[src/hw/rtl/thca_pkg.sv]
// Shared constants, types and the arctangent table for the tilt-compensated
// heading averager. No dependencies; every other source file but thca_if.sv imports it.
package thca_pkg;

    localparam int CORDIC_STEPS = 16;
    localparam int STEP_W       = $clog2(CORDIC_STEPS);

    // CORDIC datapath widths: x and y carry a 2^16 pre-scale plus gain growth.
    localparam int CW = 50;
    localparam int ZW = 34;

    // Bit-serial multiplier operand widths.
    localparam int MA_W  = 33;
    localparam int MB_W  = 17;
    localparam int MP_W  = 50;
    localparam int MB_CW = $clog2(MB_W);

    // Bit-serial divider and square root.
    localparam int DIV_N_W     = 30;
    localparam int DIV_CW      = $clog2(DIV_N_W);
    localparam int SQRT_V_W    = 29;
    localparam int SQRT_STEPS  = 15;
    localparam int SQRT_CW     = $clog2(SQRT_STEPS);

    localparam logic [11:0]          G_Q8        = 12'd2511;
    localparam logic [14:0]          ONE_Q14     = 15'd16384;
    localparam logic signed [24:0]   SUM_MAX     = 25'sd8388607;
    localparam logic signed [24:0]   SUM_MIN     = -25'sd8388608;
    localparam logic [31:0]          KGAIN_Q30   = 32'd652032875;
    localparam logic [31:0]          HALF_TURN   = 32'h8000_0000;
    localparam logic [31:0]          QUARTER_TURN = 32'h4000_0000;
    localparam logic [16:0]          DEG_SCALE   = 17'd36000;
    localparam logic signed [16:0]   NOT_READY_CD = -17'sd100;

    // CORDIC mode codes.
    localparam logic CORDIC_ROT = 1'b0;
    localparam logic CORDIC_VEC = 1'b1;

    typedef struct packed {
        logic               start;
        logic               vec_mode;
        logic signed [31:0] x;
        logic signed [31:0] y;
        logic [31:0]        angle;
    } cordic_req_t;

    typedef struct packed {
        logic               done;
        logic [31:0]        angle;
        logic signed [15:0] cos_q;
        logic signed [15:0] sin_q;
    } cordic_rsp_t;

    // atan(2^-i) as a fraction of one turn times 2^32.
    function automatic logic [31:0] atan_turn(input logic [4:0] idx);
        logic [31:0] v;
        unique case (idx)
            5'd0:  v = 32'd536870912;
            5'd1:  v = 32'd316933406;
            5'd2:  v = 32'd167458907;
            5'd3:  v = 32'd85004756;
            5'd4:  v = 32'd42667331;
            5'd5:  v = 32'd21354465;
            5'd6:  v = 32'd10679838;
            5'd7:  v = 32'd5340245;
            5'd8:  v = 32'd2670163;
            5'd9:  v = 32'd1335087;
            5'd10: v = 32'd667544;
            5'd11: v = 32'd333772;
            5'd12: v = 32'd166886;
            5'd13: v = 32'd83443;
            5'd14: v = 32'd41722;
            5'd15: v = 32'd20861;
            5'd16: v = 32'd10430;
            5'd17: v = 32'd5215;
            5'd18: v = 32'd2608;
            5'd19: v = 32'd1304;
            5'd20: v = 32'd652;
            5'd21: v = 32'd326;
            5'd22: v = 32'd163;
            5'd23: v = 32'd81;
            default: v = 32'd0;
        endcase
        return v;
    endfunction

endpackage

[src/hw/rtl/thca_if.sv]
// Valid/ready channel interfaces for sample items and heading result items.
// Depends on nothing but the port conventions of the top level.
interface thca_sample_if;
    logic               valid;
    logic               ready;
    logic signed [15:0] accel_x;
    logic signed [15:0] accel_y;
    logic signed [15:0] accel_z;
    logic signed [15:0] mag_x;
    logic signed [15:0] mag_y;
    logic signed [15:0] mag_z;
    logic               last_sample;

    modport source (output valid, accel_x, accel_y, accel_z, mag_x, mag_y, mag_z,
                    last_sample, input ready);
    modport sink   (input valid, accel_x, accel_y, accel_z, mag_x, mag_y, mag_z,
                    last_sample, output ready);
endinterface

interface thca_result_if;
    logic               valid;
    logic               ready;
    logic signed [16:0] heading_centideg;

    modport source (output valid, heading_centideg, input ready);
    modport sink   (input valid, heading_centideg, output ready);
endinterface

[src/hw/rtl/thca_mul.sv]
// Bit-serial signed multiplier: one bit of the second operand per cycle.
// Depends on thca_pkg for operand widths.
module thca_mul (
    input  logic                              clk,
    input  logic                              rst_n,
    input  logic                              start,
    input  logic signed [thca_pkg::MA_W-1:0]  a,
    input  logic signed [thca_pkg::MB_W-1:0]  b,
    output logic                              done,
    output logic signed [thca_pkg::MP_W-1:0]  p
);
    import thca_pkg::*;

    logic                    busy_reg, busy_next;
    logic                    done_reg, done_next;
    logic [MB_CW-1:0]        cnt_reg, cnt_next;
    logic signed [MP_W-1:0]  a_sh_reg, a_sh_next;
    logic [MB_W-1:0]         b_sh_reg, b_sh_next;
    logic signed [MP_W-1:0]  acc_reg, acc_next;
    logic signed [MP_W-1:0]  term;

    always_comb
    begin
        busy_next = busy_reg;
        done_next = 1'b0;
        cnt_next  = cnt_reg;
        a_sh_next = a_sh_reg;
        b_sh_next = b_sh_reg;
        acc_next  = acc_reg;
        term      = b_sh_reg[0] ? a_sh_reg : '0;
        if (busy_reg)
        begin
            // The top bit of b carries negative weight.
            if (cnt_reg == MB_CW'(MB_W - 1))
            begin
                acc_next  = acc_reg - term;
                busy_next = 1'b0;
                done_next = 1'b1;
            end
            else
            begin
                acc_next = acc_reg + term;
            end
            a_sh_next = a_sh_reg <<< 1;
            b_sh_next = b_sh_reg >> 1;
            cnt_next  = cnt_reg + 1'b1;
        end
        else if (start)
        begin
            busy_next = 1'b1;
            cnt_next  = '0;
            a_sh_next = MP_W'(a);
            b_sh_next = b;
            acc_next  = '0;
        end
    end

    always_ff @(posedge clk or negedge rst_n)
    begin
        if (!rst_n)
        begin
            busy_reg <= 1'b0;
            done_reg <= 1'b0;
            cnt_reg  <= '0;
        end
        else
        begin
            busy_reg <= busy_next;
            done_reg <= done_next;
            cnt_reg  <= cnt_next;
        end
    end

    always_ff @(posedge clk)
    begin
        a_sh_reg <= a_sh_next;
        b_sh_reg <= b_sh_next;
        acc_reg  <= acc_next;
    end

    assign done = done_reg;
    assign p    = acc_reg;

endmodule

[src/hw/rtl/thca_div.sv]
// Restoring divider by the constant g, one quotient bit per cycle.
// Depends on thca_pkg for G_Q8 and widths.
module thca_div (
    input  logic                           clk,
    input  logic                           rst_n,
    input  logic                           start,
    input  logic [thca_pkg::DIV_N_W-1:0]   num,
    output logic                           done,
    output logic [thca_pkg::DIV_N_W-1:0]   quot
);
    import thca_pkg::*;

    logic                 busy_reg, busy_next;
    logic                 done_reg, done_next;
    logic [DIV_CW-1:0]    cnt_reg, cnt_next;
    logic [12:0]          rem_reg, rem_next;
    logic [DIV_N_W-1:0]   n_sh_reg, n_sh_next;
    logic [DIV_N_W-1:0]   q_sh_reg, q_sh_next;
    logic [12:0]          trial;

    always_comb
    begin
        busy_next = busy_reg;
        done_next = 1'b0;
        cnt_next  = cnt_reg;
        rem_next  = rem_reg;
        n_sh_next = n_sh_reg;
        q_sh_next = q_sh_reg;
        trial     = {rem_reg[11:0], n_sh_reg[DIV_N_W-1]};
        if (busy_reg)
        begin
            if (trial >= 13'(G_Q8))
            begin
                rem_next  = trial - 13'(G_Q8);
                q_sh_next = {q_sh_reg[DIV_N_W-2:0], 1'b1};
            end
            else
            begin
                rem_next  = trial;
                q_sh_next = {q_sh_reg[DIV_N_W-2:0], 1'b0};
            end
            n_sh_next = n_sh_reg << 1;
            cnt_next  = cnt_reg + 1'b1;
            if (cnt_reg == DIV_CW'(DIV_N_W - 1))
            begin
                busy_next = 1'b0;
                done_next = 1'b1;
            end
        end
        else if (start)
        begin
            busy_next = 1'b1;
            cnt_next  = '0;
            rem_next  = '0;
            n_sh_next = num;
            q_sh_next = '0;
        end
    end

    always_ff @(posedge clk or negedge rst_n)
    begin
        if (!rst_n)
        begin
            busy_reg <= 1'b0;
            done_reg <= 1'b0;
            cnt_reg  <= '0;
        end
        else
        begin
            busy_reg <= busy_next;
            done_reg <= done_next;
            cnt_reg  <= cnt_next;
        end
    end

    always_ff @(posedge clk)
    begin
        rem_reg  <= rem_next;
        n_sh_reg <= n_sh_next;
        q_sh_reg <= q_sh_next;
    end

    assign done = done_reg;
    assign quot = q_sh_reg;

endmodule

[src/hw/rtl/thca_sqrt.sv]
// Integer square root, two radicand bits per cycle (floor result).
// Depends on thca_pkg for widths.
module thca_sqrt (
    input  logic                            clk,
    input  logic                            rst_n,
    input  logic                            start,
    input  logic [thca_pkg::SQRT_V_W-1:0]   v,
    output logic                            done,
    output logic [14:0]                     root
);
    import thca_pkg::*;

    logic                  busy_reg, busy_next;
    logic                  done_reg, done_next;
    logic [SQRT_CW-1:0]    cnt_reg, cnt_next;
    logic [SQRT_V_W-1:0]   rem_reg, rem_next;
    logic [SQRT_V_W:0]     res_reg, res_next;
    logic [SQRT_V_W-1:0]   bit_reg, bit_next;
    logic [SQRT_V_W:0]     trial;

    always_comb
    begin
        busy_next = busy_reg;
        done_next = 1'b0;
        cnt_next  = cnt_reg;
        rem_next  = rem_reg;
        res_next  = res_reg;
        bit_next  = bit_reg;
        trial     = res_reg + {1'b0, bit_reg};
        if (busy_reg)
        begin
            if ({1'b0, rem_reg} >= trial)
            begin
                rem_next = rem_reg - trial[SQRT_V_W-1:0];
                res_next = (res_reg >> 1) + {1'b0, bit_reg};
            end
            else
            begin
                res_next = res_reg >> 1;
            end
            bit_next = bit_reg >> 2;
            cnt_next = cnt_reg + 1'b1;
            if (cnt_reg == SQRT_CW'(SQRT_STEPS - 1))
            begin
                busy_next = 1'b0;
                done_next = 1'b1;
            end
        end
        else if (start)
        begin
            busy_next = 1'b1;
            cnt_next  = '0;
            rem_next  = v;
            res_next  = '0;
            bit_next  = {1'b1, {(SQRT_V_W-1){1'b0}}};
        end
    end

    always_ff @(posedge clk or negedge rst_n)
    begin
        if (!rst_n)
        begin
            busy_reg <= 1'b0;
            done_reg <= 1'b0;
            cnt_reg  <= '0;
        end
        else
        begin
            busy_reg <= busy_next;
            done_reg <= done_next;
            cnt_reg  <= cnt_next;
        end
    end

    always_ff @(posedge clk)
    begin
        rem_reg <= rem_next;
        res_reg <= res_next;
        bit_reg <= bit_next;
    end

    assign done = done_reg;
    assign root = res_reg[14:0];

endmodule

[src/hw/rtl/thca_cordic.sv]
// Iterative CORDIC, one micro-rotation per cycle, in vectoring or rotation mode.
// Depends on thca_pkg for widths, the arctangent table and request types.
module thca_cordic (
    input  logic                   clk,
    input  logic                   rst_n,
    input  thca_pkg::cordic_req_t  req,
    output thca_pkg::cordic_rsp_t  rsp
);
    import thca_pkg::*;

    localparam logic signed [CW-1:0] Q_MAX = CW'(16384);
    localparam logic signed [CW-1:0] Q_MIN = -CW'(16384);

    logic                  busy_reg, busy_next;
    logic                  done_reg, done_next;
    logic [STEP_W-1:0]     cnt_reg, cnt_next;
    logic signed [CW-1:0]  x_reg, x_next;
    logic signed [CW-1:0]  y_reg, y_next;
    logic signed [ZW-1:0]  z_reg, z_next;
    logic                  vec_reg, vec_next;
    logic                  zero_reg, zero_next;
    logic                  neg_reg, neg_next;

    logic signed [CW-1:0]  xs, ys, x_in, y_in;
    logic signed [ZW-1:0]  at;
    logic                  sel;
    logic [31:0]           folded, tq;
    logic signed [15:0]    cq, sq;

    function automatic logic signed [15:0] to_q14(input logic signed [CW-1:0] v);
        logic signed [CW-1:0] r;
        r = (v + CW'(32768)) >>> 16;
        if (r > Q_MAX)
        begin
            r = Q_MAX;
        end
        if (r < Q_MIN)
        begin
            r = Q_MIN;
        end
        return 16'(r);
    endfunction

    always_comb
    begin
        busy_next = busy_reg;
        done_next = 1'b0;
        cnt_next  = cnt_reg;
        x_next    = x_reg;
        y_next    = y_reg;
        z_next    = z_reg;
        vec_next  = vec_reg;
        zero_next = zero_reg;
        neg_next  = neg_reg;
        xs        = x_reg >>> cnt_reg;
        ys        = y_reg >>> cnt_reg;
        at        = signed'({{(ZW-32){1'b0}}, atan_turn(5'(cnt_reg))});
        // Vectoring drives y toward zero; rotation drives z toward zero.
        sel       = vec_reg ? y_reg[CW-1] : ~z_reg[ZW-1];
        x_in      = CW'(req.x) <<< 16;
        y_in      = CW'(req.y) <<< 16;
        tq        = req.angle + QUARTER_TURN;
        folded    = tq[31] ? req.angle - HALF_TURN : req.angle;
        if (busy_reg)
        begin
            if (sel)
            begin
                x_next = x_reg - ys;
                y_next = y_reg + xs;
                z_next = z_reg - at;
            end
            else
            begin
                x_next = x_reg + ys;
                y_next = y_reg - xs;
                z_next = z_reg + at;
            end
            cnt_next = cnt_reg + 1'b1;
            if (cnt_reg == STEP_W'(CORDIC_STEPS - 1))
            begin
                busy_next = 1'b0;
                done_next = 1'b1;
            end
        end
        else if (req.start)
        begin
            busy_next = 1'b1;
            cnt_next  = '0;
            vec_next  = req.vec_mode;
            if (req.vec_mode == CORDIC_VEC)
            begin
                zero_next = (req.x == 32'sd0) && (req.y == 32'sd0);
                neg_next  = 1'b0;
                if (req.x[31])
                begin
                    x_next = -x_in;
                    y_next = -y_in;
                    z_next = signed'(ZW'(HALF_TURN));
                end
                else
                begin
                    x_next = x_in;
                    y_next = y_in;
                    z_next = '0;
                end
            end
            else
            begin
                zero_next = 1'b0;
                neg_next  = tq[31];
                x_next    = signed'(CW'(KGAIN_Q30));
                y_next    = '0;
                z_next    = ZW'(signed'(folded));
            end
        end
    end

    always_ff @(posedge clk or negedge rst_n)
    begin
        if (!rst_n)
        begin
            busy_reg <= 1'b0;
            done_reg <= 1'b0;
            cnt_reg  <= '0;
        end
        else
        begin
            busy_reg <= busy_next;
            done_reg <= done_next;
            cnt_reg  <= cnt_next;
        end
    end

    always_ff @(posedge clk)
    begin
        x_reg    <= x_next;
        y_reg    <= y_next;
        z_reg    <= z_next;
        vec_reg  <= vec_next;
        zero_reg <= zero_next;
        neg_reg  <= neg_next;
    end

    always_comb
    begin
        cq        = to_q14(x_reg);
        sq        = to_q14(y_reg);
        rsp.done  = done_reg;
        rsp.angle = zero_reg ? 32'd0 : z_reg[31:0];
        rsp.cos_q = neg_reg ? -cq : cq;
        rsp.sin_q = neg_reg ? -sq : sq;
    end

endmodule

[src/hw/rtl/tilt_compensated_heading_average.sv]
// Tilt-compensated compass heading, averaged as a vector mean over a run.
// Each sample is paced by the one shared bit-serial multiplier (eight products)
// plus the divider, the root and four 16-step CORDIC passes; the last sample
// adds a further CORDIC pass and a product for the mean.
// While not ready a sample is dropped in S_IDLE; a last one goes on to S_EMIT.
// Reset (rst_n, asynchronous) clears sensor_ready, both sums and all control.
module tilt_compensated_heading_average (
    input  logic                 clk,
    input  logic                 rst_n,
    thca_sample_if.sink          sample,
    thca_result_if.source        result,
    input  logic                 psel,
    input  logic                 penable,
    input  logic                 pwrite,
    input  logic [2:0]           paddr,
    input  logic [31:0]          pwdata,
    output logic [31:0]          prdata,
    output logic                 pready
);
    import thca_pkg::*;

    // Byte address of the sensor_ready register.
    localparam logic [2:0] ADDR_SENSOR_READY = 3'd0;

    // Sequencer states: each working state launches one unit and waits for it.
    localparam logic [4:0] S_IDLE  = 5'd0;
    localparam logic [4:0] S_DIV   = 5'd1;
    localparam logic [4:0] S_MSQ   = 5'd2;
    localparam logic [4:0] S_SQRT  = 5'd3;
    localparam logic [4:0] S_ROLLV = 5'd4;
    localparam logic [4:0] S_ROLLR = 5'd5;
    localparam logic [4:0] S_M1    = 5'd6;
    localparam logic [4:0] S_M2    = 5'd7;
    localparam logic [4:0] S_M3    = 5'd8;
    localparam logic [4:0] S_M4    = 5'd9;
    localparam logic [4:0] S_M5    = 5'd10;
    localparam logic [4:0] S_M6    = 5'd11;
    localparam logic [4:0] S_M7    = 5'd12;
    localparam logic [4:0] S_HV    = 5'd13;
    localparam logic [4:0] S_HR    = 5'd14;
    localparam logic [4:0] S_MV    = 5'd15;
    localparam logic [4:0] S_MC    = 5'd16;
    localparam logic [4:0] S_EMIT  = 5'd17;

    // Control state.
    logic [4:0]          state_reg, state_next;
    logic                go_reg, go_next;
    logic                ready_cfg_reg, ready_cfg_next;
    logic                out_valid_reg, out_valid_next;
    logic signed [23:0]  sine_sum_reg, sine_sum_next;
    logic signed [23:0]  cosine_sum_reg, cosine_sum_next;

    // Sample and intermediate payload.
    logic signed [15:0]  ax_reg, ay_reg, az_reg, mx_reg, my_reg, mz_reg;
    logic                last_reg;
    logic signed [15:0]  sp_reg, sp_next;
    logic signed [15:0]  cp_reg, cp_next;
    logic signed [15:0]  cr_reg, cr_next;
    logic signed [15:0]  sr_reg, sr_next;
    logic [SQRT_V_W-1:0] sqv_reg, sqv_next;
    logic signed [31:0]  xh_reg, xh_next;
    logic signed [31:0]  yh_reg, yh_next;
    logic signed [31:0]  t_reg, t_next;
    logic [31:0]         angle_reg, angle_next;
    logic signed [16:0]  pend_reg, pend_next;
    logic signed [16:0]  res_reg, res_next;

    // Unit hookup.
    logic                    mul_start, mul_done;
    logic signed [MA_W-1:0]  mul_a;
    logic signed [MB_W-1:0]  mul_b;
    logic signed [MP_W-1:0]  mul_p;
    logic                    div_start, div_done;
    logic [DIV_N_W-1:0]      div_num, div_q;
    logic                    sqrt_start, sqrt_done;
    logic [14:0]             sqrt_root;
    logic                    cordic_start;
    cordic_req_t             creq;
    cordic_rsp_t             crsp;

    logic                    in_fire, out_fire, cfg_wr;
    logic signed [16:0]      ax_ext, ax_abs;
    logic [14:0]             mag_sat;
    logic signed [24:0]      s_sum, c_sum;
    logic signed [MP_W-1:0]  cd_full;
    logic [16:0]             cd;

    thca_mul u_mul (
        .clk   (clk),
        .rst_n (rst_n),
        .start (mul_start),
        .a     (mul_a),
        .b     (mul_b),
        .done  (mul_done),
        .p     (mul_p)
    );

    thca_div u_div (
        .clk   (clk),
        .rst_n (rst_n),
        .start (div_start),
        .num   (div_num),
        .done  (div_done),
        .quot  (div_q)
    );

    thca_sqrt u_sqrt (
        .clk   (clk),
        .rst_n (rst_n),
        .start (sqrt_start),
        .v     (sqv_reg),
        .done  (sqrt_done),
        .root  (sqrt_root)
    );

    thca_cordic u_cordic (
        .clk   (clk),
        .rst_n (rst_n),
        .req   (creq),
        .rsp   (crsp)
    );

    // The block takes a sample only between runs of the sequencer.
    assign sample.ready = (state_reg == S_IDLE);
    assign in_fire      = sample.valid && sample.ready;
    assign result.valid = out_valid_reg;
    assign result.heading_centideg = res_reg;
    assign out_fire     = result.valid && result.ready;

    // Configuration port: only register 0 (sensor_ready) exists.
    assign pready = 1'b1;
    assign cfg_wr = psel && penable && pwrite;
    assign prdata = (paddr == ADDR_SENSOR_READY) ? {31'd0, ready_cfg_reg} : 32'd0;

    // |accel_x| scaled by 2^14 feeds the divider; the quotient is |sin(pitch)|.
    assign ax_ext  = {ax_reg[15], ax_reg};
    assign ax_abs  = ax_reg[15] ? -ax_ext : ax_ext;
    assign div_num = {ax_abs[15:0], 14'd0};
    assign mag_sat = (div_q > DIV_N_W'(ONE_Q14)) ? ONE_Q14 : div_q[14:0];

    assign cd_full = mul_p + MP_W'(HALF_TURN);
    assign cd      = cd_full[48:32];

    // Operand selection for the shared multiplier and the CORDIC.
    always_comb
    begin
        unique case (state_reg)
            S_MSQ:   begin mul_a = MA_W'(sp_reg); mul_b = MB_W'(sp_reg); end
            S_M1:    begin mul_a = MA_W'(mx_reg); mul_b = MB_W'(cp_reg); end
            S_M2:    begin mul_a = MA_W'(mz_reg); mul_b = MB_W'(sp_reg); end
            S_M3:    begin mul_a = MA_W'(mx_reg); mul_b = MB_W'(sr_reg); end
            S_M4:    begin mul_a = MA_W'(t_reg);  mul_b = MB_W'(sp_reg); end
            S_M5:    begin mul_a = MA_W'(my_reg); mul_b = MB_W'(cr_reg); end
            S_M6:    begin mul_a = MA_W'(mz_reg); mul_b = MB_W'(sr_reg); end
            S_M7:    begin mul_a = MA_W'(t_reg);  mul_b = MB_W'(cp_reg); end
            S_MC:    begin mul_a = signed'({1'b0, angle_reg}); mul_b = signed'(DEG_SCALE); end
            default: begin mul_a = '0; mul_b = '0; end
        endcase

        creq.start    = cordic_start;
        creq.vec_mode = CORDIC_VEC;
        creq.angle    = angle_reg;
        unique case (state_reg)
            S_ROLLV:
            begin
                creq.x = 32'(az_reg);
                creq.y = 32'(ay_reg);
            end
            S_HV:
            begin
                creq.x = xh_reg;
                creq.y = yh_reg;
            end
            S_MV:
            begin
                creq.x = 32'(cosine_sum_reg);
                creq.y = 32'(sine_sum_reg);
            end
            default:
            begin
                creq.vec_mode = CORDIC_ROT;
                creq.x = '0;
                creq.y = '0;
            end
        endcase
    end

    // Sequencer.
    always_comb
    begin
        state_next      = state_reg;
        go_next         = go_reg;
        ready_cfg_next  = ready_cfg_reg;
        out_valid_next  = out_valid_reg;
        sine_sum_next   = sine_sum_reg;
        cosine_sum_next = cosine_sum_reg;
        sp_next         = sp_reg;
        cp_next         = cp_reg;
        cr_next         = cr_reg;
        sr_next         = sr_reg;
        sqv_next        = sqv_reg;
        xh_next         = xh_reg;
        yh_next         = yh_reg;
        t_next          = t_reg;
        angle_next      = angle_reg;
        pend_next       = pend_reg;
        res_next        = res_reg;
        mul_start       = 1'b0;
        div_start       = 1'b0;
        sqrt_start      = 1'b0;
        cordic_start    = 1'b0;
        s_sum           = 25'(sine_sum_reg) + 25'(crsp.sin_q);
        c_sum           = 25'(cosine_sum_reg) + 25'(crsp.cos_q);

        if (cfg_wr && paddr == ADDR_SENSOR_READY)
        begin
            ready_cfg_next = pwdata[0];
        end
        if (out_fire)
        begin
            out_valid_next = 1'b0;
        end

        // Each working state first launches its unit, then waits for done.
        if (state_reg != S_IDLE && state_reg != S_EMIT && !go_reg)
        begin
            go_next = 1'b1;
            unique case (state_reg)
                S_DIV:   div_start    = 1'b1;
                S_SQRT:  sqrt_start   = 1'b1;
                S_ROLLV, S_ROLLR, S_HV, S_HR, S_MV: cordic_start = 1'b1;
                default: mul_start    = 1'b1;
            endcase
        end
        else
        begin
            unique case (state_reg)
                S_IDLE:
                begin
                    if (in_fire)
                    begin
                        if (ready_cfg_reg)
                        begin
                            state_next = S_DIV;
                        end
                        else if (sample.last_sample)
                        begin
                            // Not ready: the run ends with minus one degree.
                            sine_sum_next   = '0;
                            cosine_sum_next = '0;
                            pend_next       = NOT_READY_CD;
                            state_next      = S_EMIT;
                        end
                    end
                end
                S_DIV:
                begin
                    if (div_done)
                    begin
                        sp_next    = ax_reg[15] ? signed'({1'b0, mag_sat})
                                                : -signed'({1'b0, mag_sat});
                        go_next    = 1'b0;
                        state_next = S_MSQ;
                    end
                end
                S_MSQ:
                begin
                    if (mul_done)
                    begin
                        sqv_next   = {1'b1, {(SQRT_V_W-1){1'b0}}} - mul_p[SQRT_V_W-1:0];
                        go_next    = 1'b0;
                        state_next = S_SQRT;
                    end
                end
                S_SQRT:
                begin
                    if (sqrt_done)
                    begin
                        cp_next    = signed'({1'b0, sqrt_root});
                        go_next    = 1'b0;
                        state_next = S_ROLLV;
                    end
                end
                S_ROLLV:
                begin
                    if (crsp.done)
                    begin
                        angle_next = crsp.angle;
                        go_next    = 1'b0;
                        state_next = S_ROLLR;
                    end
                end
                S_ROLLR:
                begin
                    if (crsp.done)
                    begin
                        cr_next    = crsp.cos_q;
                        sr_next    = crsp.sin_q;
                        go_next    = 1'b0;
                        state_next = S_M1;
                    end
                end
                S_M1:
                begin
                    if (mul_done)
                    begin
                        xh_next    = 32'(mul_p);
                        go_next    = 1'b0;
                        state_next = S_M2;
                    end
                end
                S_M2:
                begin
                    if (mul_done)
                    begin
                        xh_next    = xh_reg + 32'(mul_p);
                        go_next    = 1'b0;
                        state_next = S_M3;
                    end
                end
                S_M3:
                begin
                    if (mul_done)
                    begin
                        t_next     = 32'(mul_p);
                        go_next    = 1'b0;
                        state_next = S_M4;
                    end
                end
                S_M4:
                begin
                    if (mul_done)
                    begin
                        yh_next    = 32'(mul_p >>> 14);
                        go_next    = 1'b0;
                        state_next = S_M5;
                    end
                end
                S_M5:
                begin
                    if (mul_done)
                    begin
                        yh_next    = yh_reg + 32'(mul_p);
                        go_next    = 1'b0;
                        state_next = S_M6;
                    end
                end
                S_M6:
                begin
                    if (mul_done)
                    begin
                        t_next     = 32'(mul_p);
                        go_next    = 1'b0;
                        state_next = S_M7;
                    end
                end
                S_M7:
                begin
                    if (mul_done)
                    begin
                        yh_next    = yh_reg - 32'(mul_p >>> 14);
                        go_next    = 1'b0;
                        state_next = S_HV;
                    end
                end
                S_HV:
                begin
                    if (crsp.done)
                    begin
                        angle_next = crsp.angle;
                        go_next    = 1'b0;
                        state_next = S_HR;
                    end
                end
                S_HR:
                begin
                    if (crsp.done)
                    begin
                        // Saturating accumulation of the heading's unit vector.
                        if (s_sum > SUM_MAX)
                        begin
                            sine_sum_next = 24'(SUM_MAX);
                        end
                        else if (s_sum < SUM_MIN)
                        begin
                            sine_sum_next = 24'(SUM_MIN);
                        end
                        else
                        begin
                            sine_sum_next = 24'(s_sum);
                        end
                        if (c_sum > SUM_MAX)
                        begin
                            cosine_sum_next = 24'(SUM_MAX);
                        end
                        else if (c_sum < SUM_MIN)
                        begin
                            cosine_sum_next = 24'(SUM_MIN);
                        end
                        else
                        begin
                            cosine_sum_next = 24'(c_sum);
                        end
                        go_next    = 1'b0;
                        state_next = last_reg ? S_MV : S_IDLE;
                    end
                end
                S_MV:
                begin
                    if (crsp.done)
                    begin
                        angle_next = crsp.angle;
                        go_next    = 1'b0;
                        state_next = S_MC;
                    end
                end
                S_MC:
                begin
                    if (mul_done)
                    begin
                        // A full turn rounds back to zero.
                        pend_next       = (cd >= DEG_SCALE) ? 17'sd0 : signed'(cd);
                        sine_sum_next   = '0;
                        cosine_sum_next = '0;
                        go_next         = 1'b0;
                        state_next      = S_EMIT;
                    end
                end
                S_EMIT:
                begin
                    // Wait for the output register to free up.
                    if (!out_valid_reg || out_fire)
                    begin
                        res_next       = pend_reg;
                        out_valid_next = 1'b1;
                        state_next     = S_IDLE;
                    end
                end
                default:
                begin
                    state_next = S_IDLE;
                    go_next    = 1'b0;
                end
            endcase
        end
    end

    always_ff @(posedge clk or negedge rst_n)
    begin
        if (!rst_n)
        begin
            state_reg      <= S_IDLE;
            go_reg         <= 1'b0;
            ready_cfg_reg  <= 1'b0;
            out_valid_reg  <= 1'b0;
            sine_sum_reg   <= '0;
            cosine_sum_reg <= '0;
        end
        else
        begin
            state_reg      <= state_next;
            go_reg         <= go_next;
            ready_cfg_reg  <= ready_cfg_next;
            out_valid_reg  <= out_valid_next;
            sine_sum_reg   <= sine_sum_next;
            cosine_sum_reg <= cosine_sum_next;
        end
    end

    always_ff @(posedge clk)
    begin
        if (in_fire)
        begin
            ax_reg   <= sample.accel_x;
            ay_reg   <= sample.accel_y;
            az_reg   <= sample.accel_z;
            mx_reg   <= sample.mag_x;
            my_reg   <= sample.mag_y;
            mz_reg   <= sample.mag_z;
            last_reg <= sample.last_sample;
        end
        sp_reg    <= sp_next;
        cp_reg    <= cp_next;
        cr_reg    <= cr_next;
        sr_reg    <= sr_next;
        sqv_reg   <= sqv_next;
        xh_reg    <= xh_next;
        yh_reg    <= yh_next;
        t_reg     <= t_next;
        angle_reg <= angle_next;
        pend_reg  <= pend_next;
        res_reg   <= res_next;
    end

endmodule

[src/flat_wrapper.sv]
// flat-port wrapper written by rule: the top's interface ports become plain ports
module tilt_compensated_heading_average_flat import thca_pkg::*;
  (clk, rst_n, psel, penable, pwrite, paddr, pwdata, prdata, pready, sample_valid, sample_accel_x, sample_accel_y, sample_accel_z, sample_mag_x, sample_mag_y, sample_mag_z, sample_last_sample, sample_ready, result_valid, result_heading_centideg, result_ready);
  thca_sample_if sample_i ();
  thca_result_if result_i ();
  input  logic clk;
  input  logic rst_n;
  input  logic psel;
  input  logic penable;
  input  logic pwrite;
  input  logic [2:0] paddr;
  input  logic [31:0] pwdata;
  output logic [31:0] prdata;
  output logic pready;
  input wire logic [$bits(sample_i.valid)-1:0] sample_valid;
  input wire logic [$bits(sample_i.accel_x)-1:0] sample_accel_x;
  input wire logic [$bits(sample_i.accel_y)-1:0] sample_accel_y;
  input wire logic [$bits(sample_i.accel_z)-1:0] sample_accel_z;
  input wire logic [$bits(sample_i.mag_x)-1:0] sample_mag_x;
  input wire logic [$bits(sample_i.mag_y)-1:0] sample_mag_y;
  input wire logic [$bits(sample_i.mag_z)-1:0] sample_mag_z;
  input wire logic [$bits(sample_i.last_sample)-1:0] sample_last_sample;
  output wire logic [$bits(sample_i.ready)-1:0] sample_ready;
  output wire logic [$bits(result_i.valid)-1:0] result_valid;
  output wire logic [$bits(result_i.heading_centideg)-1:0] result_heading_centideg;
  input wire logic [$bits(result_i.ready)-1:0] result_ready;
  assign sample_i.valid = sample_valid;
  assign sample_i.accel_x = sample_accel_x;
  assign sample_i.accel_y = sample_accel_y;
  assign sample_i.accel_z = sample_accel_z;
  assign sample_i.mag_x = sample_mag_x;
  assign sample_i.mag_y = sample_mag_y;
  assign sample_i.mag_z = sample_mag_z;
  assign sample_i.last_sample = sample_last_sample;
  assign sample_ready = sample_i.ready;
  assign result_valid = result_i.valid;
  assign result_heading_centideg = result_i.heading_centideg;
  assign result_i.ready = result_ready;
  tilt_compensated_heading_average u_core (.clk(clk), .rst_n(rst_n), .sample(sample_i), .result(result_i), .psel(psel), .penable(penable), .pwrite(pwrite), .paddr(paddr), .pwdata(pwdata), .prdata(prdata), .pready(pready));
endmodule
[config.mk]
export PLATFORM = sky130hd
export DESIGN_NAME = tilt_compensated_heading_average_flat
export DESIGN_NICKNAME = d
export VERILOG_FILES = /design/src/hw/rtl/thca_pkg.sv /design/src/hw/rtl/thca_if.sv /design/src/hw/rtl/thca_mul.sv /design/src/hw/rtl/thca_div.sv /design/src/hw/rtl/thca_sqrt.sv /design/src/hw/rtl/thca_cordic.sv /design/src/hw/rtl/tilt_compensated_heading_average.sv /design/src/flat_wrapper.sv
export SDC_FILE = /design/constraint.sdc
export NUM_CORES = 2
export LEC_CHECK = 0
export BUFFER_PORTS_ARGS = -buffer_cell sky130_fd_sc_hd__clkbuf_2
export CAP_MARGIN = 30
export CORE_MARGIN = 2
export CORE_UTILIZATION = 35
export CTS_BUF_LIST = sky130_fd_sc_hd__clkbuf_8
export DETAILED_ROUTE_END_ITERATION = 8
export SLEW_MARGIN = 20
export SYNTH_ARGS = -nofsm -noshare
export SYNTH_HDL_FRONTEND = slang
export SYNTH_SLANG_ARGS = --single-unit
[constraint.sdc]
create_clock -name clk -period 13.5 [get_ports clk]
set_input_delay 0.675 -clock clk [delete_from_list [all_inputs] [get_ports clk]]
set_output_delay 0.675 -clock clk [all_outputs]
set_load 0.02 [all_outputs]
== Word-level counts from Yosys, hierarchy flattened ==
Memory sizes are Yosys's and may differ from the RTL's.
Index checks and enable logic that the tools add are counted.

* Memory bits (read-only): 480
* Output and inout port bits: 52
* Memories: 1
* Register bits after elaboration: 819
* Memory bits (writable): 0
* Input port bits: 139
* Word-level logic and storage cells: 354
* Bits in latches: 0

{| class="wikitable"
|+ Memories
! memory !! depth !! bits a word !! rd ports !! clocked after Yosys merged registers in !! write ports !! line !! source
|-
| (name not given) || 16 || 30 || 1 || 0 || 0 || thca_pkg.sv:57 || <nowiki>unique case (idx)</nowiki>
|}

* Multiply operators: 0
* Bitwise gates (word level): 3
* $add $sub $neg: 33
* Div/mod/pow operators: 0
* Eq/ne operators: 49
* Shift operators: 2
* Reduce and logical (&&, ||, !) cells: 50
* Order comparisons: 12
* Muxes and demuxes: 148

{| class="wikitable"
|+ Operator list
! operator !! number
|-
| $mux W50 || 18
|-
| $mux W24 || 10
|-
| $mux W32 || 7
|-
| $mux W30 || 7
|-
| $pmux W33 S6 || 1
|-
| $pmux W64 S3 || 1
|-
| $add A50 B50 Y50 || 3
|-
| $sub A50 B50 Y50 || 3
|-
| $pmux W24 S3 || 2
|-
| $mux W34 || 4
|-
| $mux W5 || 24
|-
| $mux W16 || 7
|-
| $add A50 B17 Y50 const B || 2
|-
| $lt A50 B15 Y1 const B || 2
|-
| $neg A48 Y50 || 2
|-
| $sshr A50 B4 Y50 || 2
|-
| $pmux W32 S3 || 1
|-
| $pmux W5 S18 || 1
|-
| $mux W29 || 3
|-
| $mux W17 || 5
|-
| $pmux W17 S5 || 1
|-
| $gt A34 B16 Y1 const B || 2
|-
| $add A32 B32 Y32 || 2
|-
| $logic_not A32 Y1 || 2
|-
| 63 further kinds || 185
|}

== Depth between registers and ports, before layout ==
* Word-level depth: 13
* Mapped depth: 32
* Gate-level depth less buffers: 29

== By module ==
A second synthesis with hierarchy kept.

* Cells, all modules: 7,097
* Area total of the unflattened synthesis: 67,742.5 um^2

{| class="wikitable"
|+ Modules (own cells, without submodules)
! module !! cells an instance !! area an instance (um^2) !! times used !! sequential area each (um^2)
|-
| thca_cordic || 3,015 || 24,990.2 || 1 || 4,264.1
|-
| tilt_compensated_heading_average || 2,185 || 23,458.7 || 1 || 11,941.5
|-
| thca_mul || 970 || 9,057.4 || 1 || 3,668.5
|-
| thca_sqrt || 687 || 6,795.3 || 1 || 2,362.3
|-
| thca_div || 240 || 3,440.8 || 1 || 2,327.2
|}

== Worst setup path after synthesis ==
Ideal clock, no wire load.

* Path kind: reg-to-reg
* Start point: register u_core.u_cordic.x_reg[15]
* End point: register u_core.cosine_sum_reg[0]
* Period minus slack after synthesis: 7.035 ns
* Slack: 6.465 ns
* Library setup time: 0.068 ns
* Data required time: 13.432 ns
* Path buffers: 1
* Cell stages (with the launch flop): 30
* Arrival time: 6.967 ns
* Cell sequence: edfxtp_1 ha_1 nand3_1 or4_1 or4_1 mux2_2 o22ai_1 and4_1 o211a_1 a31oi_1 nand2b_1 ha_1 nand3_1 or3_1 nor2_1 or3_1 a21oi_1 or2_2 ha_1 a21o_1 a211oi_1 nand2_1 a211o_1 and4_1 o41ai_1 o21ai_0 a221oi_1 clkbuf_1 a22oi_1 nand2_1

{| class="wikitable"
|+ RTL lines
! what !! line !! source
|-
| start: declaration || thca_cordic.sv:17 || <nowiki>logic signed [CW-1:0] x_reg, x_next;</nowiki>
|-
| start signal: assignment || thca_cordic.sv:136 || <nowiki>x_reg <= x_next;</nowiki>
|-
| end signal: assignment || tilt_compensated_heading_average.sv:466 || <nowiki>cosine_sum_reg <= cosine_sum_next;</nowiki>
|-
| end: declaration || tilt_compensated_heading_average.sv:51 || <nowiki>logic signed [23:0] cosine_sum_reg, cosine_sum_next;</nowiki>
|}

==> impl_metrics.ini <==
[outcome]
status = finished with violations
violations = DRC

[finish]
multiInputGateArea_um2 = 39300
drive_gt1_share_pct = 10.4
area_growth_pct = 11.1
seq_area_um2 = 24100
nets = 7647
fillCellCount = 18248

[synthesis]
yosys.area.top_type = edfxtp_1
yosys_warnings = 0
synth_seq_area_share_pct = 36.8
synth_top_area_share_pct = 33.6
ys.flop_type = edfxtp_1
syn_inst = 7016
synth.most_common_cell = nand2_1
synth_commonest_cells = nand2_1 (779), edfxtp_1 (732), o21ai_0 (520)
synth_edf_count = 732
synth_area_um2 = 65500
ys_seq_elements = 817
synth_area_leaders = edfxtp_1 (34%), ha_1 (7.2%), xnor2_1 (4.6%)
syn_area_per_cell_um2 = 9.34
async_reset_ff_share_pct = 10.0
ys_types = 101

[clock_tree]
clock_latency_ns = 0.94
cts_htree_levels = 4
cts_made_buffers = 152
cts_sinks = 817
clockRootBuffer = clkbuf_8
clkTransAtPathRegs_ns = 0.06
cts_buffer_depth = 3
cts_setup_buffers = 0
cts_tree = yes
ctsResizeCount = 0

[placed_design]
place_ws_ns = 4.87
hpwl_um = 166000
io_buffer_count = 127
place.gp.congestion = 0.950

[setup_path]
worstSetupStartpointType = register
end_kind = register
ff2ff_path_depth = 28
cp_max_fo = 21
slowest_stage = nand2b_1
cp.required_ns = 14.22
critPathArrivalTime_ns = 9.23
r2r_end = u_core.sine_sum_reg[20]
path_common_cell = nand2_1
path_class = register to register
max_stage_delay_ns = 0.75
rrSetupSlack_ns = 4.99
regToRegStartpoint = u_core.u_cordic.y_reg[21]

[power]
p_per_area_nw_per_um2 = 74.1
peakVddDrop_v = 0.0000853
leakagePower_nw = 28.3

[sta]
finalHoldViolCount = 0
finalMaxSlewViolations = 0
tns_ns = 0
fin_crit_ns = 8.51
setup_viol = 0
finalClockSkew_ns = 0.0685
relSlewSlack_pct = 19.7
fin_ws_ns = 4.99
rsz0062_at_grt = no
period_share_pct = 63.1
fmax_ghz = 0.117
worst-slew-pin-transition_ns = 1.20

[route]
drt_first_pass_iters = 9
wire_per_inst_um = 23.1
finalWirelength_um = 225000
drt.antenna.violating_nets = 0
drc = 15
vias = 57638
drtIter0Drc = 6399
viasPerCell = 5.92

[grt]
overflow = 0
grt_usage_pct = 22.8
antenna_found_initial = 14
grt_pass1_wl_um = 335000
grt_start_max_net_pins = 85
grt_pass1_vias = 53859

[worst_hold_path]
holdCritPathClass = input pin to register
hp-start = sample_mag_z[0]
hold_depth = 1
holdPathEnd = u_core.mz_reg[0]

[floorplan]
row_count = 158
start_util_pct = 35.3
core_area_um2 = 186000
dieArea_um2 = 191000
die-width_um = 437
pin_count = 191
fp.dieH_um = 437

[job]
max-cap-violations = 0
-- report_power, final --
group	internal, W	switching [W]
combinational	0.0000307	0.0000279
sequential	0.00272	0.00000171
clock	0.00138	0.00124
total	0.00413	0.00126
-- final cells by class --
cell class | instances | area share (%)
antenna | 13 | 0.0447
timing repair buffer | 325 | 3.27
tap | 2480 | 4.26
clock inverter | 118 | 1.30
sequential | 817 | 33.1
clock buffer | 164 | 3.10
multi-input combinational | 5654 | 54.0
inverter | 173 | 0.903
-- worst max path at each step --
stage | from | end | slack, ns | cells past startpoint
after floorplan | u_core.u_cordic.x_reg[15] | u_core.cosine_sum_reg[0] | 6.46 | 29
after global placement | u_core.u_cordic.x_reg[16] | u_core.cosine_sum_reg[1] | 4.92 | 30
after detailed placement | u_core.u_cordic.y_reg[21] | u_core.sine_sum_reg[20] | 4.87 | 28
after CTS | u_core.u_cordic.y_reg[21] | u_core.sine_sum_reg[20] | 4.79 | 29
after global routing | u_core.u_cordic.cnt_reg[3] | u_core.u_cordic.x_reg[49] | 4.37 | 24
final | u_core.u_cordic.y_reg[21] | u_core.sine_sum_reg[20] | 4.99 | 28
-- metrics by stage --
stage	utilization (%)	instance area [um^2]	instances	hold slack (ns)	power [W]
2_1_floorplan	-	65600	7046	0.379	0.00279
3_3_place_gp	36.9	68400	9338	0.407	0.00281
3_5_place_dp	36.9	68500	9345	0.411	0.00281
4_1_cts	39.2	72700	9724	0.0130	0.00546
5_1_grt	39.2	72800	9735	0.00959	0.00557
6_report	39.2	72800	9744	0.0745	0.00540
-- cell families (layout without fill, tap and decap cells) --
kind of cell / after synthesis / after routing / synth area share, %
fa+ha+maj: 385 / 385 / 7.46
buf+inv: 575 / 780 / 3.66
simple gates: 2254 / 2254 / 16.5
flops: 817 / 817 / 36.8
compound gates: 2038 / 2038 / 20.2
other cells: 2 / 45 / 0.0115
mux: 298 / 298 / 6.73
xor+xnor: 647 / 647 / 8.65
-- per-layer routing --
| layer | wire length, um | vias to the layer above | GRT usage, % |
|---|---|---|---|
| met5 | 0 | - | 0 |
| met4 | 10300 | 0 | 10.2 |
| met3 | 22000 | 408 | 5.21 |
| met2 | 96400 | 2575 | 33.9 |
| met1 | 96000 | 28096 | 31.3 |
| li1 | - | 26559 | - |
-- layout by cell type (no fill, tap or decap), types with 91 or more instances in the layout --
master,Yosys,final
mux2_2,91,91
nor2b_1,99,99
nand3_1,158,158
ha_1,376,376
dlygate4sd3_1,0,97
xor2_1,302,302
nor3_1,128,120
xnor2_1,345,345
nand2_1,779,779
inv_1,166,199
clkbuf_2,2,128
o21ai_0,520,516
a22oi_1,93,93
and2_1,95,93
buf_4,43,94
nor2_1,503,496
mux2i_1,102,102
a21o_1,199,199
clkbuf_8,0,164
a21oi_1,442,440
mux4_2,105,105
a31oi_1,116,116
edfxtp_1,732,732
-- critical path: cells and delay by family (launching register included) --
kind / cells / cell delay (ns)
compound gates: 9 / 2.37
fa+ha+maj: 2 / 0.59
buf+inv: 1 / 0.24
flops: 1 / 0.65
mux: 2 / 0.63
simple gates: 14 / 3.83
-- what timing repair did --
item | 4_1_cts | 5_1_grt
hold endpoints to repair | 122 | 0
setup endpoints to repair | 0 | 0
hold buffers | 97 | 0
Note: power is estimated with default switching activity, not from simulation.
